[config.mk]
export PLATFORM = sky130hd
export DESIGN_NAME = utf8_to_codepoint_decoder
export DESIGN_NICKNAME = d
export VERILOG_FILES = /design/src/hw/rtl/u2c_pkg.sv /design/src/hw/rtl/u2c_front.sv /design/src/hw/rtl/u2c_queue.sv /design/src/hw/rtl/u2c_back.sv /design/src/hw/rtl/utf8_to_codepoint_decoder.sv
export SDC_FILE = /design/constraint.sdc
export NUM_CORES = 1
export LEC_CHECK = 0
export ABC_AREA = 0
export BUFFER_PORTS_ARGS = -buffer_cell sky130_fd_sc_hd__buf_2
export CAP_MARGIN = 20
export CORE_UTILIZATION = 55
export DETAILED_ROUTE_END_ITERATION = 16
export PLACE_DENSITY = 0.73
export SLEW_MARGIN = 20
export SYNTH_ARGS = -nofsm -noshare
export SYNTH_HDL_FRONTEND = slang
export SYNTH_SLANG_ARGS = --single-unit
[constraint.sdc]
create_clock -name aclk -period 4.84 [get_ports aclk]
set_input_delay 0.968 -clock aclk [delete_from_list [all_inputs] [get_ports aclk]]
set_output_delay 0.968 -clock aclk [all_outputs]
set_load 0.05 [all_outputs]
[src/hw/rtl/u2c_pkg.sv]
// Shared types, constants and lead-byte classification for the UTF-8 decoder.
`default_nettype none

package u2c_pkg;

    // Result queue geometry
    localparam int Q_DEPTH = 4;
    localparam int Q_AW    = 2;
    localparam int CNT_W   = 3;

    // Replacement character and shortest-form limits
    localparam logic [20:0] REPL_CHAR = 21'h00FFFD;
    localparam logic [20:0] MIN_TWO   = 21'h000080;
    localparam logic [20:0] MIN_THREE = 21'h000800;
    localparam logic [20:0] MIN_FOUR  = 21'h010000;

    // Trail byte counts announced by a lead byte
    localparam logic [2:0] TRAIL_NONE  = 3'd0;
    localparam logic [2:0] TRAIL_ONE   = 3'd1;
    localparam logic [2:0] TRAIL_TWO   = 3'd2;
    localparam logic [2:0] TRAIL_THREE = 3'd3;
    localparam logic [2:0] TRAIL_FOUR  = 3'd4;
    localparam logic [2:0] TRAIL_FIVE  = 3'd5;

    // Byte kinds seen while no sequence is pending
    localparam logic [1:0] KIND_ASCII = 2'd0;
    localparam logic [1:0] KIND_LEAD  = 2'd1;
    localparam logic [1:0] KIND_BAD   = 2'd2;

    typedef struct packed {
        logic [1:0] kind;
        logic [2:0] trail;
        logic [4:0] bits;
    } u2c_lead_t;

    // One result record as it sits in the queue
    typedef struct packed {
        logic [20:0] value;
        logic [2:0]  used;
        logic        repl;
        logic        last;
    } u2c_rec_t;

    // Up to two records pushed per accepted byte
    typedef struct packed {
        logic     valid0;
        logic     valid1;
        u2c_rec_t rec0;
        u2c_rec_t rec1;
    } u2c_push_t;

    function automatic u2c_lead_t u2c_classify(input logic [7:0] b);
        u2c_lead_t r;
        r.kind  = KIND_BAD;
        r.trail = TRAIL_NONE;
        r.bits  = 5'd0;
        case (b) inside
            [8'h00:8'h7F]: r.kind = KIND_ASCII;
            [8'hC0:8'hDF]: begin
                r.kind  = KIND_LEAD;
                r.trail = TRAIL_ONE;
                r.bits  = b[4:0];
            end
            [8'hE0:8'hEF]: begin
                r.kind  = KIND_LEAD;
                r.trail = TRAIL_TWO;
                r.bits  = {1'b0, b[3:0]};
            end
            [8'hF0:8'hF7]: begin
                r.kind  = KIND_LEAD;
                r.trail = TRAIL_THREE;
                r.bits  = {2'b0, b[2:0]};
            end
            [8'hF8:8'hFB]: begin
                r.kind  = KIND_LEAD;
                r.trail = TRAIL_FOUR;
                r.bits  = {3'b0, b[1:0]};
            end
            [8'hFC:8'hFD]: begin
                r.kind  = KIND_LEAD;
                r.trail = TRAIL_FIVE;
                r.bits  = {4'b0, b[0]};
            end
            default: r.kind = KIND_BAD;
        endcase
        return r;
    endfunction

endpackage

`default_nettype wire

[src/hw/rtl/u2c_front.sv]
// Front end: accepts bytes, tracks the pending sequence and forms result records.
`default_nettype none

module u2c_front
    import u2c_pkg::*;
(
    input  wire logic       aclk,
    input  wire logic       aresetn,
    input  wire logic       in_valid,
    input  wire logic       in_ready,
    input  wire logic [7:0] in_byte,
    input  wire logic       in_eob,
    output u2c_push_t       push
);

    logic [20:0] pv_reg, pv_next;
    logic [2:0]  rem_reg, rem_next;
    logic [2:0]  total_reg, total_next;
    logic [2:0]  taken_reg, taken_next;

    logic        accept;
    u2c_lead_t   lead;
    logic        is_cont;
    logic [20:0] pv_shift;
    logic [2:0]  taken_inc;
    logic        bad;
    logic        lead_emits;
    u2c_rec_t    lead_rec;

    assign accept = in_valid & in_ready;

    // Decode the byte against the pending sequence
    always_comb begin
        lead      = u2c_classify(in_byte);
        is_cont   = (in_byte[7:6] == 2'b10);
        pv_shift  = {pv_reg[14:0], in_byte[5:0]};
        taken_inc = taken_reg + 3'd1;

        // shortest-form check on the completed value
        case (total_reg)
            TRAIL_ONE:   bad = (pv_shift < MIN_TWO);
            TRAIL_TWO:   bad = (pv_shift < MIN_THREE);
            TRAIL_THREE: bad = (pv_shift < MIN_FOUR);
            default:     bad = 1'b1;
        endcase

        // result of a byte taken as a lead, if it gives one
        lead_emits     = (lead.kind != KIND_LEAD) || in_eob;
        lead_rec.value = (lead.kind == KIND_ASCII) ? {13'd0, in_byte} : REPL_CHAR;
        lead_rec.used  = 3'd1;
        lead_rec.repl  = (lead.kind != KIND_ASCII);
        lead_rec.last  = 1'b1;

        pv_next    = pv_reg;
        rem_next   = rem_reg;
        total_next = total_reg;
        taken_next = taken_reg;
        push       = '0;

        if (accept) begin
            if (rem_reg == TRAIL_NONE) begin
                if (lead_emits) begin
                    push.valid0 = 1'b1;
                    push.rec0   = lead_rec;
                    pv_next     = '0;
                    rem_next    = TRAIL_NONE;
                    total_next  = TRAIL_NONE;
                    taken_next  = 3'd0;
                end else begin
                    pv_next    = {16'd0, lead.bits};
                    rem_next   = lead.trail;
                    total_next = lead.trail;
                    taken_next = 3'd1;
                end
            end else if (is_cont) begin
                if (rem_reg == TRAIL_ONE || in_eob) begin
                    // sequence completes or is cut short by the end flag
                    push.valid0     = 1'b1;
                    push.rec0.used  = taken_inc;
                    push.rec0.last  = 1'b1;
                    push.rec0.repl  = (rem_reg != TRAIL_ONE) || bad;
                    push.rec0.value = push.rec0.repl ? REPL_CHAR : pv_shift;
                    pv_next         = '0;
                    rem_next        = TRAIL_NONE;
                    total_next      = TRAIL_NONE;
                    taken_next      = 3'd0;
                end else begin
                    pv_next    = pv_shift;
                    rem_next   = rem_reg - 3'd1;
                    taken_next = taken_inc;
                end
            end else begin
                // broken sequence, then reprocess the byte as a lead
                push.valid0     = 1'b1;
                push.rec0.value = REPL_CHAR;
                push.rec0.used  = taken_reg;
                push.rec0.repl  = 1'b1;
                push.rec0.last  = !lead_emits;
                if (lead_emits) begin
                    push.valid1 = 1'b1;
                    push.rec1   = lead_rec;
                    pv_next     = '0;
                    rem_next    = TRAIL_NONE;
                    total_next  = TRAIL_NONE;
                    taken_next  = 3'd0;
                end else begin
                    pv_next    = {16'd0, lead.bits};
                    rem_next   = lead.trail;
                    total_next = lead.trail;
                    taken_next = 3'd1;
                end
            end
        end
    end

    // Hold the sequence state
    always_ff @(posedge aclk) begin
        if (!aresetn) begin
            pv_reg    <= '0;
            rem_reg   <= TRAIL_NONE;
            total_reg <= TRAIL_NONE;
            taken_reg <= 3'd0;
        end else begin
            pv_reg    <= pv_next;
            rem_reg   <= rem_next;
            total_reg <= total_next;
            taken_reg <= taken_next;
        end
    end

`ifndef NO_ASSERTIONS
    a_count_link: assert property (@(posedge aclk) disable iff (!aresetn)
        (rem_reg != TRAIL_NONE) |->
            ({1'b0, taken_reg} + {1'b0, rem_reg} == {1'b0, total_reg} + 4'd1))
        else $error("taken and remaining counts disagree with the lead");
    a_rem_range: assert property (@(posedge aclk) disable iff (!aresetn)
        rem_reg <= TRAIL_FIVE)
        else $error("trail count beyond a six-byte form");
`endif

endmodule

`default_nettype wire

[src/hw/rtl/u2c_queue.sv]
// Result queue between front and back: two pushes and one pop per cycle.
`default_nettype none

module u2c_queue
    import u2c_pkg::*;
(
    input  wire logic      aclk,
    input  wire logic      aresetn,
    input  wire u2c_push_t push,
    input  wire logic      pop,
    output logic           space_ok,
    output logic           head_valid,
    output u2c_rec_t       head
);

    u2c_rec_t         slot_reg [Q_DEPTH];
    logic [Q_AW-1:0]  wr_ptr_reg, wr_ptr_next;
    logic [Q_AW-1:0]  rd_ptr_reg, rd_ptr_next;
    logic [CNT_W-1:0] count_reg, count_next;
    logic [1:0]       push_n;

    // Room for the worst case of two results from one byte
    assign space_ok   = (count_reg <= CNT_W'(Q_DEPTH - 2));
    assign head_valid = (count_reg != '0);
    assign head       = slot_reg[rd_ptr_reg];

    always_comb begin
        push_n      = {1'b0, push.valid0} + {1'b0, push.valid1};
        wr_ptr_next = wr_ptr_reg + Q_AW'(push_n);
        rd_ptr_next = rd_ptr_reg + Q_AW'(pop);
        count_next  = count_reg + CNT_W'(push_n) - CNT_W'(pop);
    end

    // Store pushed records
    always_ff @(posedge aclk) begin
        if (push.valid0) begin
            slot_reg[wr_ptr_reg] <= push.rec0;
        end
        if (push.valid1) begin
            slot_reg[wr_ptr_reg + Q_AW'(1)] <= push.rec1;
        end
    end

    // Advance pointers and fill level
    always_ff @(posedge aclk) begin
        if (!aresetn) begin
            wr_ptr_reg <= '0;
            rd_ptr_reg <= '0;
            count_reg  <= '0;
        end else begin
            wr_ptr_reg <= wr_ptr_next;
            rd_ptr_reg <= rd_ptr_next;
            count_reg  <= count_next;
        end
    end

`ifndef NO_ASSERTIONS
    a_no_overflow: assert property (@(posedge aclk) disable iff (!aresetn)
        count_reg <= CNT_W'(Q_DEPTH))
        else $error("result queue overflow");
    a_no_underflow: assert property (@(posedge aclk) disable iff (!aresetn)
        pop |-> head_valid)
        else $error("pop from an empty result queue");
    a_push_order: assert property (@(posedge aclk) disable iff (!aresetn)
        push.valid1 |-> (push.valid0 && !push.rec0.last && push.rec1.last))
        else $error("second record pushed without a leading broken-sequence record");
`endif

endmodule

`default_nettype wire

[src/hw/rtl/u2c_back.sv]
// Back end: drains the queue into the output register and packs the result.
`default_nettype none

module u2c_back
    import u2c_pkg::*;
(
    input  wire logic        aclk,
    input  wire logic        aresetn,
    input  wire logic        head_valid,
    input  wire u2c_rec_t    head,
    output logic             pop,
    output logic             m_axis_tvalid,
    input  wire logic        m_axis_tready,
    output logic [31:0]      m_axis_tdata,
    output logic             m_axis_tlast
);

    logic     out_valid_reg, out_valid_next;
    u2c_rec_t out_rec_reg;

    // Load a new result when the register is empty or being taken
    assign pop            = head_valid && (!out_valid_reg || m_axis_tready);
    assign out_valid_next = pop || (out_valid_reg && !m_axis_tready);

    always_ff @(posedge aclk) begin
        if (!aresetn) begin
            out_valid_reg <= 1'b0;
        end else begin
            out_valid_reg <= out_valid_next;
        end
    end

    always_ff @(posedge aclk) begin
        if (pop) begin
            out_rec_reg <= head;
        end
    end

    // Substitute the replacement character and pack the fields
    assign m_axis_tvalid = out_valid_reg;
    assign m_axis_tdata  = {7'd0, out_rec_reg.repl, out_rec_reg.used,
                            out_rec_reg.repl ? REPL_CHAR : out_rec_reg.value};
    assign m_axis_tlast  = out_rec_reg.last;

endmodule

`default_nettype wire

[src/hw/rtl/utf8_to_codepoint_decoder.sv]
// Top level of the UTF-8 to code point decoder.
//
//  Channel  Direction  tdata (low bit up)                         tlast
//  s_axis   in         in_byte[7:0]                               end_of_buffer
//  m_axis   out        code_point[20:0], bytes_used[23:21],       last_of_run
//                      is_replacement[24], zero[31:25]
//
// One byte is accepted per cycle; a result passes through the result queue
// and then the output register. A broken sequence gives two results from one
// byte, drained one per cycle while the output is taken, through a four-entry
// result queue; the input stalls while fewer than two queue entries are free.
// Reset (synchronous, active low) leaves no sequence pending and the queue empty.
`default_nettype none

module utf8_to_codepoint_decoder
    import u2c_pkg::*;
(
    input  wire logic        aclk,
    input  wire logic        aresetn,
    input  wire logic        s_axis_tvalid,
    output logic             s_axis_tready,
    input  wire logic [7:0]  s_axis_tdata,   // in_byte
    input  wire logic        s_axis_tlast,   // end_of_buffer
    output logic             m_axis_tvalid,
    input  wire logic        m_axis_tready,
    output logic [31:0]      m_axis_tdata,   // code_point, bytes_used, is_replacement
    output logic             m_axis_tlast    // last_of_run
);

    u2c_push_t push;
    logic      space_ok;
    logic      head_valid;
    u2c_rec_t  head;
    logic      pop;

    assign s_axis_tready = space_ok;

    // Decode bytes into result records
    u2c_front u_front (
        .aclk     (aclk),
        .aresetn  (aresetn),
        .in_valid (s_axis_tvalid),
        .in_ready (space_ok),
        .in_byte  (s_axis_tdata),
        .in_eob   (s_axis_tlast),
        .push     (push)
    );

    // Buffer records between the two sides
    u2c_queue u_queue (
        .aclk       (aclk),
        .aresetn    (aresetn),
        .push       (push),
        .pop        (pop),
        .space_ok   (space_ok),
        .head_valid (head_valid),
        .head       (head)
    );

    // Present records on the result channel
    u2c_back u_back (
        .aclk          (aclk),
        .aresetn       (aresetn),
        .head_valid    (head_valid),
        .head          (head),
        .pop           (pop),
        .m_axis_tvalid (m_axis_tvalid),
        .m_axis_tready (m_axis_tready),
        .m_axis_tdata  (m_axis_tdata),
        .m_axis_tlast  (m_axis_tlast)
    );

endmodule

`default_nettype wire
# ---- Word level (Yosys, flattened, before mapping)
# Memories as Yosys holds them, arrays and structs flattened. A register that Yosys moved wholly into a read port is not among the register bits.
# Index checks and enable logic that the tools add are counted.
dict set report word_totals {
  ramBits 104
  word_cells 111
  inputBits 13
  output_inout_bits 35
  mem_count 1
  ff_bits 32
}
# memory words width rd rd_ports_with_merged_regs wr line
set memory_table {}
lappend memory_table {u_queue.slot_reg 4 26 1 1 2 u2c_queue.sv:16} ;# u2c_rec_t slot_reg [Q_DEPTH];
dict set report op_classes {
  n_addsub 8
  n_eq_ne 8
  muxes 48
  n_reduce_logical 21
  n_lt_le_gt_ge 16
  bitwise 1
}
# op count
set ops {}
lappend ops {{$mux 26} 6}
lappend ops {{$mux 54} 1}
lappend ops {{$mux 8} 6}
lappend ops {{$mux 15} 3}
lappend ops {{$mux 21} 2}
lappend ops {{$ge 8x8->1 const B} 5}
lappend ops {{$le 8x8->1 const B} 5}
lappend ops {{$mux 3} 10}
lappend ops {{$lt 21x12->1 const B} 1}
lappend ops {{$lt 21x17->1 const B} 1}
lappend ops {{$lt 21x8->1 const B} 1}
lappend ops {{$mux 16} 1}
lappend ops {{$mux 2} 6}
lappend ops {{$mux 1} 11}
lappend ops {{$ge 8x1->1 const B} 1}
lappend ops {{$le 8x7->1 const B} 1}
lappend ops {{$logic_and 1x1->1} 8}
lappend ops {{$eq 3x1->1 const B} 2}
lappend ops {{$eq 3x2->1 const B} 2}
lappend ops {{$logic_or 1x1->1} 5}
lappend ops {{$mux 5} 1}
lappend ops {{$add 3x1->3 const B} 1}
lappend ops {{$add 3x2->3} 1}
lappend ops {{$le 3x2->1 const B} 1}
lappend ops {{other kinds (18)} 20}

# ---- Logic depth before layout (Yosys ltp)
# Gate-level depths: netlist of run 1.
dict set report depth {
  word_depth 17
  ltp_mapped 14
  depth_no_buf 13
}

# ---- Hierarchy
# Synthesis of run 1 repeated with hierarchy kept, for this count alone.
dict set report unflattened {
  cells_unflattened 608
  area_unflattened_um2 8306.7
}
# mod area_each_um2 n_inst seq_area_each_um2 cells_per_inst
set by_module_without_submodules {}
lappend by_module_without_submodules {u2c_queue 5427.7 1 3263.1 294}
lappend by_module_without_submodules {u2c_front 1816.7 1 480.5 249}
lappend by_module_without_submodules {u2c_back 1062.3 1 800.8 65}

# ---- Worst setup path before layout of run 1
# Ideal clock, no wire load.
dict set report synth_path {
  kind {input port to flip-flop}
  from {input m_axis_tready}
  to {register u_queue.count_reg[2]}
  path_stages 9
  setup_slack_ns 1.020
  required_ns 4.725
  setup_time_ns 0.115
  arrival_time_ns 3.705
  n_path_buf 0
  cell_sequence {inv_1 > a21oi_1 > ha_1 > inv_1 > ha_1 > fa_1 > xnor2_1 > xnor2_1 > and2_1}
}
dict set report synth_between {
  elab_chain_cells 3
}
# element line
set synth_lines {}
lappend synth_lines {{start: declaration} utf8_to_codepoint_decoder.sv:25} ;# input wire logic m_axis_tready,
lappend synth_lines {{$logic_or 1x1->1} u2c_back.sv:22} ;# assign pop = head_valid && (!out_valid_reg || m_axis_tready);
lappend synth_lines {{$logic_and 1x1->1} u2c_back.sv:22}
lappend synth_lines {{via pop} utf8_to_codepoint_decoder.sv:34} ;# logic pop;
lappend synth_lines {{$sub 3x1->3} u2c_queue.sv:31} ;# count_next = count_reg + CNT_W'(push_n) - CNT_W'(pop);
lappend synth_lines {{end signal: assignment} u2c_queue.sv:53} ;# count_reg <= count_next;
lappend synth_lines {{end: declaration} u2c_queue.sv:19} ;# logic [CNT_W-1:0] count_reg, count_next;
# The timed path passes the listed nets, and every way through them passes these cells.
# A chain may end at the register's enable or synchronous reset.

==> results.md, run 1 <==
- CTS tree: yes
- PwrDens: 585 mW/mm2
- Post-cts repair resize count: 0
- Initial Utilization: ~56%
- Max reg flops: 104
- Boundary Pins: 48
- Switching fraction of total power: between 30% and 40%
- Cts hold-fix bufs: 0
- Share of cells above drive strength 1: about a fifth
- Adder-cell share of the synthesized area: 1.94%
- Most used DFF post-synth: edfxtp_1
- H-Tree Level Count: 4
- Hold crit path type: register to register
- Synth area leaders: edfxtp_1 41%, dfxtp_1 16%, mux4_2 7.8%
- Asr flop ratio synth: 0%
- Synth Instances: 624
- Port Buffers: 40
- Die area: around 0.014 mm2
- Power, Total: 4.81 mW
- Post-placement cell area: ~0.0077 mm2
- Yosys warns: 0
- DIE WIDTH: around 120 um
- NetSw: between 1.5 and 2 mW
- Clock slew at reported path FFs: 0.06 ns
- Gr ovfl total: 0
- Clock Skew: a little under 0.007 ns
- Max-slew headroom: 31.5%
- Slack of the worst reg-to-reg path: 1.67 ns
- GP Congestion: between 0.9 and 1
- Worst EP required: a little under 5 ns
- Antenna cells: 0
- TritonCTS Sinks: 162
- Design Area, Final: roughly 0.0082 mm2
- # rows: 42
- Synth top area share: approximately two fifths
- Number of global-route vias before repair: 4898
- Antenna violations before repair: 0
- Final hold vios: 0
- Endpoints failing setup: 0
- Synth-to-layout area growth: 10.2%
- DRC: 0
- CP Launch Point: s_axis_tdata[7]
- Crit path arrival time: roughly 3.2 ns
- Iter 0 DRT Violations: ~590
- Crit end category: register
- Place WS: around 1.2 ns
- Share of power burned in registers: 41.3%
- DR vias/cell: about 6.2
- Slew Viols, Final: 0
- Worst Tran Pin Value: just over 1 ns
- Startpoint Class: input port
- Clk root buf: clkbuf_16
- Die H: between 100 and 150 um
- Comb power frac: ~33%
- Mux contribution to synthesized area: between 7 and 8%
- Register area share after synthesis: between 50 and 60%
- Leak: around 2.8 nW
- Pre-antenna DRT Iters: 6
- FMAX: between 300 and 400 MHz
- Clock Power Share: about a quarter
- RSZ-0062 raised after global routing: no
- Syn_area_per_cell: roughly 12 um2
- Core area: approximately 0.013 mm2
- Largest net degree at the start of global routing: 33
- Worst Path Class, Setup: input port to register
- Clock latency on the worst-skew pair: 0.42 ns
- Internal power: 3.03 mW
- CTS buffer count: 17
- Synth unique cells: 56
- Via count: a little over 5000
- DRT antenna net count: 0
- Seq cells post-synth: between 150 and 200
- Hold_sp: u_queue.slot_reg[0][3]
- Yosys top cell by area: edfxtp_1
- CTS Buffer Depth: 2
- Fin crit share: ~66%
- Largest family of logic cells by synthesized area: compound AO/OA/AOI/OAI gates
- Wire per inst: about 20 um
- Synth Area in Compound Gates: between 10% and 20%
- Drt total wl: about 17000 um
- EDFF count, synth: about 100
- PnR worst setup slack: 1.62 ns
- Worst vdd ir: 0.322 mV
- Min cycle time layout: 3.22 ns
- Fin Setup TNS: 0 ns
- Postcts setup bufs: 0
- Post-DP HPWL: roughly 11000 um
- R2R Path Start: u_front.rem_reg[0]
- Outcome: complete, no violations
- Gr usage total: between 20% and 30%
- First-pass GRT wire length: ~27000 um
- Simple-gate share of the synthesized area: roughly an eighth
- Post-Synthesis Cell Area: around 0.0075 mm2
- # Max-Cap Violations: 0
- Post-Synth XOR/XNOR Area: less than 1%
- Crit Path Max Fanout: 22
- Final nets: about 670
[cells by family after synthesis]
kind of cell	after synthesis
simple gates	191
flops	162
compound gates	161
buf+inv	66
mux	27
fa+ha+maj	11
xor+xnor	5
other cells	1
[metal layers]
layer	up-vias	track usage (%)	part of all wire, %
li1	2376	-	-
met1	2468	34.7	43
met2	280	38.5	46
met3	45	4.25	7.1
met4	0	13.4	3.6
met5	-	0	0
[final timing paths]
| path | end | cells after the start |
|---|---|---|
| max reg2reg | u_queue.slot_reg[2][5] | 7 |
| max | u_queue.slot_reg[0][20] | 7 |
| min reg2reg | u_queue.slot_reg[0][3] | 2 |
| min | u_queue.slot_reg[0][3] | 2 |
[power groups by stage]
| stage | logic [mW] | registers (mW) | clock network (mW) |
|---|---|---|---|
| floorplan | 1.32 | 1.94 | 0 |
| global placement | 1.58 | 2.00 | 0 |
| detailed placement | 1.60 | 2.02 | 0 |
| CTS | 1.61 | 2.00 | 1.23 |
| global route | 1.72 | 2.02 | 1.29 |
| finish | 1.60 | 1.99 | 1.22 |
[area by class of cell]
class | instances | area [um2]
clock buffer | 22 | 444
inverter | 17 | 63.8
sequential | 162 | 4270
timing repair buffer | 44 | 230
tap | 176 | 220
clock inverter | 10 | 85.1
fill | 1041 | 5020
multi-input combinational | 402 | 2920
[cell usage in the layout, fill, tap and decap left out, drive strengths merged, types with 14 or more instances in the layout]
| cell | n |
|---|---|
| nor2 | 57 |
| o2bb2ai | 29 |
| mux4 | 26 |
| a21oi | 15 |
| o21ai | 37 |
| dfxtp | 60 |
| edfxtp | 102 |
| inv | 19 |
| nand3 | 16 |
| and2 | 14 |
| nand2 | 40 |
| a21boi | 19 |
| buf | 44 |
| or2 | 16 |
| o22ai | 32 |
| clkbuf | 22 |
[through the flow]
step | util [%] | std cells | hold WS, ns
after CTS | 62.1 | 833 | 0.456
after global routing | 62.1 | 833 | 0.473
after detailed placement | 58.1 | 801 | 0.444
after floorplan | - | 630 | 0.427
final | 62.1 | 833 | 0.461
after global placement | 58.1 | 801 | 0.441
[synth_stat cells, types with 2 or more instances]
cell type  instances
o21ai_1            8
o22ai_1           32
ha_1              10
nor2_1            57
nor3_1             8
o211ai_1           4
buf_2             11
buf_1              4
or3_1              6
nor2b_1           12
dfxtp_1           60
o2bb2ai_1         29
nand2b_1           4
clkbuf_1          20
nand3b_1           2
or4_1              3
and2_1            12
edfxtp_1         102
nand3_1           16
buf_6              2
nand2_1           40
a21oi_1           13
a2bb2oi_2          2
mux4_2            26
a22o_1             3
a211oi_1          10
o21ai_0           29
xnor2_1            4
or3b_1             2
buf_4             12
or2_2             16
a2bb2oi_1          2
nand4_1            2
a21boi_0          19
nor4_1             4
inv_1             17
and2_4             2
[worst max-delay path, stage by stage]
cell and delay, ns:
buf_2 0.21, or3b_1 0.43, o211ai_2 0.16, buf_4 0.27, nor3_1 0.14, nor2_1 0.48, inv_1 0.56
(Power assumes the default switching activity.)
==> inputs of run 2 (changes only) <==
--- a/config.mk
+++ b/config.mk
@@ -5,7 +5,7 @@
 export SDC_FILE = /design/constraint.sdc
 export NUM_CORES = 1
 export LEC_CHECK = 0
-export ABC_AREA = 0
+export ABC_AREA = 1
 export BUFFER_PORTS_ARGS = -buffer_cell sky130_fd_sc_hd__buf_2
 export CAP_MARGIN = 20
 export CORE_UTILIZATION = 55
==> constraint.sdc (replaced) <==
create_clock -name aclk -period 3.3 [get_ports aclk]
set_input_delay 0.66 -clock aclk [delete_from_list [all_inputs] [get_ports aclk]]
set_output_delay 0.66 -clock aclk [all_outputs]
set_load 0.05 [all_outputs]
==> run 2 against run 1 <==
Net effect: clock skew fell by 0.00076 ns; worst hold slack improved by 0.0016 ns; utilization rose by 1.8 points; via count rose by 31%; global-route usage rose by 3.3 points; clock power rose by 70%; first-iteration DRC count rose by 27%; setup slack got worse by 1.2 ns; sequential power rose by 50%; non-clock buffer count rose by 23; final area rose by 9.6%; critical endpoint is now u_queue.count_reg[2]; largest cell class unchanged.
==> results.md, run 2 <==
- Max reg flops: 104 (unchanged)
- Drt total wl: 20400 um (was 16700 um)
- Synth top area share: 37.9% (was 41.0%)
- Slack of the worst reg-to-reg path: 0.47 ns (was 1.67 ns)
- Synth unique cells: 34 (was 56)
- CP Capture Point: u_queue.count_reg[2] (was u_queue.slot_reg[0][20])
- Syn_area_per_cell: 8.35 um2 (was 12.0 um2)
- Postcts setup bufs: 0 (unchanged)
- Final hold vios: 0 (unchanged)
- PwrDens: 886 mW/mm2 (was 585 mW/mm2)
- Crit end category: register (unchanged)
- Top-count cell post-synth: nand2_1 (was edfxtp_1)
- Antenna violations before repair: 0 (unchanged)
- DIE WIDTH: 123 um (was 119 um)
- DRT antenna net count: 0 (unchanged)
- DR vias/cell: 5.71 (was 6.21)
- Endpoints failing setup: 0 (unchanged)
- Via count: 6785 (was 5169)
- Yosys top cell by area: edfxtp_1 (unchanged)
- Max-slew headroom: 40.6% (was 31.5%)
- Most used DFF post-synth: edfxtp_1 (unchanged)
- Crit-path leading delay family: adder cells (was simple AND/OR/NAND/NOR gates)
- Pre-antenna DRT Iters: 6 (unchanged)
- Critical path depth in cells: 15 (was 7)
- Most common cell after layout, fill and taps aside: nand2_1 (was edfxtp_1)
- # rows: 43 (was 42)
- Core area: 0.0141 mm2 (was 0.0132 mm2)
- Antenna cells: 0 (unchanged)
- Crit path arrival time: 3.15 ns (was 3.23 ns)
- Gr usage total: 28.5% (was 25.2%)
- Placed Cells: 1158 (was 801)
- Leak: 3.95 nW (was 2.77 nW)
- Final nets: 1021 (was 668)
- Register area share after synthesis: 52.8% (was 57.1%)
- Largest net degree at the start of global routing: 54 (was 33)
- Clk root buf: clkbuf_16 (unchanged)
- FILL cells: 1195 (was 1041)
- TritonCTS Sinks: 162 (unchanged)
- Boundary Pins: 48 (unchanged)
- Startpoint Class: register (was input port)
- Gr ovfl total: 0 (unchanged)
- Seq cells post-synth: 162 (unchanged)
- Iter 0 DRT Violations: 753 (was 591)
- Most frequent cells in the layout: 256 x nand2_1, 114 x nand3_1, 102 x edfxtp_1 (was 102 x edfxtp_1, 59 x dfxtp_1, 56 x nor2_1)
- Wire per inst: 17.2 um (was 20.0 um)
- Synth Instances: 968 (was 624)
- RR Endpoint: u_queue.count_reg[2] (was u_queue.slot_reg[2][5])
- Min Hold Slack: 0.462 ns (was 0.461 ns)
- Worst path slowest cell: fa_1 (was inv_1)
- FF/Latch Area: 0.00426 mm2 (was 0.00427 mm2)
- Hold_sp: u_queue.slot_reg[2][24] (was u_queue.slot_reg[0][3])
- GP Congestion: 0.900 (was 0.903)
- Initial Utilization: 57.3% (was 56.4%)
- DRC: 0 (unchanged)
- Min cycle time layout: ~2.8 ns
- EDFF count, synth: 102 (unchanged)
- CTS buffer count: 17 (unchanged)
- Multi-input logic area: 0.00327 mm2 (was 0.00292 mm2)
- Slew Viols, Final: 0 (unchanged)
- Post-DP HPWL: 13300 um (was 11400 um)
- Worst Path Class, Setup: register to register (was input port to register)
- Worst vdd ir: 0.347 mV (was 0.322 mV)
- First-pass GRT wire length: 31800 um (was 26800 um)
- CP Launch Point: u_front.rem_reg[0] (was s_axis_tdata[7])
- Fin Setup TNS: 0 ns (unchanged)
- Fin crit share: between 80% and 90%
- H-Tree Level Count: 4 (unchanged)
- Port Buffers: 40 (unchanged)
- CP max stage delay: 0.42 ns (was 0.56 ns)
- Worst EP required: 3.62 ns (was 4.86 ns)
- Worst path cell trace: inv_1 -> ha_1 -> nand2_1 -> inv_1 -> nor2_2 -> nand3_2 -> inv_2 -> ha_1 -> inv_1 -> ha_1 -> inv_1 -> fa_1 -> xor2_1 -> o21ai_0 -> a21oi_1 (was buf_2 -> or3b_1 -> o211ai_2 -> buf_4 -> nor3_1 -> nor2_1 -> inv_1)
- Hold crit path type: register to register (unchanged)
- Post-cts repair resize count: 0 (unchanged)
- Clock latency on the worst-skew pair: 0.44 ns (was 0.42 ns)
- CTS tree: yes (unchanged)
- CTS Buffer Depth: 2 (unchanged)
- # Max-Cap Violations: 0 (unchanged)
- Asr flop ratio synth: 0% (unchanged)
- Outcome: complete, no violations (unchanged)
- Worst Tran Pin Value: 0.890 ns (was 1.02 ns)
- Crit Path Max Fanout: 6 (was 22)
- Clock slew at reported path FFs: 0.06 ns (about the same)
- R2R Path Start: u_front.rem_reg[0] (unchanged)
- Most frequent cells after synthesis: 256 x nand2_1, 114 x nand3_1, 102 x edfxtp_1 (was 102 x edfxtp_1, 60 x dfxtp_1, 57 x nor2_1)
- Synth-to-layout area growth: 11.5% (was 10.2%)
- Worst path most repeated cell: inv_1
- Die H: 123 um (was 119 um)
- Share of cells above drive strength 1: 14.7% (was 19.0%)
- Reg2reg path depth: 15 (was 7)
- Buf/Inv on CP: 5 (was 3)
- Die area: 0.0152 mm2 (was 0.0140 mm2)
- Yosys warns: 0 (unchanged)
- Number of global-route vias before repair: 6038 (was 4898)
- Fin cells: 1189 (was 833)
- Cts hold-fix bufs: 0 (unchanged)
- FMAX: approximately 350 MHz
- Synth area leaders: edfxtp_1 38%, dfxtp_1 15%, nand2_1 12% (was edfxtp_1 41%, dfxtp_1 16%, mux4_2 7.8%)
- RSZ-0062 raised after global routing: no (unchanged)
- Post-Synthesis Cell Area: 0.00808 mm2 (was 0.00747 mm2)
- Clock Skew: 0.00609 ns (was 0.00685 ns)
## run 2: stage by stage
stage	power, mW	util (%)	instance area, um2	worst slack (ns)
floorplan	5.22	-	8110	0.234
CTS	7.98	63.9	9010	0.482
detailed placement	5.93	59.6	8400	0.181
finish	7.98	63.9	9010	0.473
global placement	5.88	59.6	8400	0.214
global route	8.41	63.9	9010	0.309
## run 2: worst register-to-register path: cells and delay by family, from the launching register on
kind / cells / cell delay [ns]
AOI/OAI and AO/OA: 2 / 0.20
adders and majority gates: 4 / 1.06
and+or+nand+nor: 3 / 0.51
xor gates and xnor gates: 1 / 0.16
buffers and inverters: 5 / 0.42
DFF: 1 / 0.35
## run 2: how the worst min path moves through the flow
stage	end	slack, ns	cells after the start
global route	u_queue.slot_reg[2][22]	0.47	2
finish	u_queue.slot_reg[2][24]	0.46	2
detailed placement	u_queue.slot_reg[2][24]	0.45	2
global placement	u_queue.slot_reg[2][24]	0.45	2
CTS	u_queue.slot_reg[2][24]	0.46	2
floorplan	u_queue.slot_reg[1][21]	0.44	2
## run 2: layout make-up
type | count | area share, %
well taps | 180 | 2.50
flip-flops and latches | 162 | 47.3
multi-input cells | 685 | 36.3
inverters | 64 | 2.67
clock buffers | 17 | 4.72
clock inverters | 14 | 2.05
repair buffers | 67 | 4.47
## run 2: layer usage
layer  track usage, %  up-vias  part of all wire [%]
li1                 -     3281                     -
met3             6.92       43                   8.9
met2             44.0      353                    46
met1             39.0     3108                    43
met5                0        -                     0
met4             10.2        0                   2.7
## run 2: logic make-up after synthesis
logic type | synth area share [%]
buffers and inverters | 7.09
adders and majority gates | 1.80
and+or+nand+nor | 28.4
AOI/OAI and AO/OA | 9.35
other | 0.0464
xor gates and xnor gates | 0.542
DFF | 52.8
## run 2: report_power, final
group          switching (mW)  internal, mW  total (mW)  leakage (nW)
Combinational            2.19         0.747        2.93          2.28
Clock                   0.815          1.26        2.07         0.290
Sequential              0.179          2.80        2.98          1.38
Total                    3.18          4.80        7.98          3.95
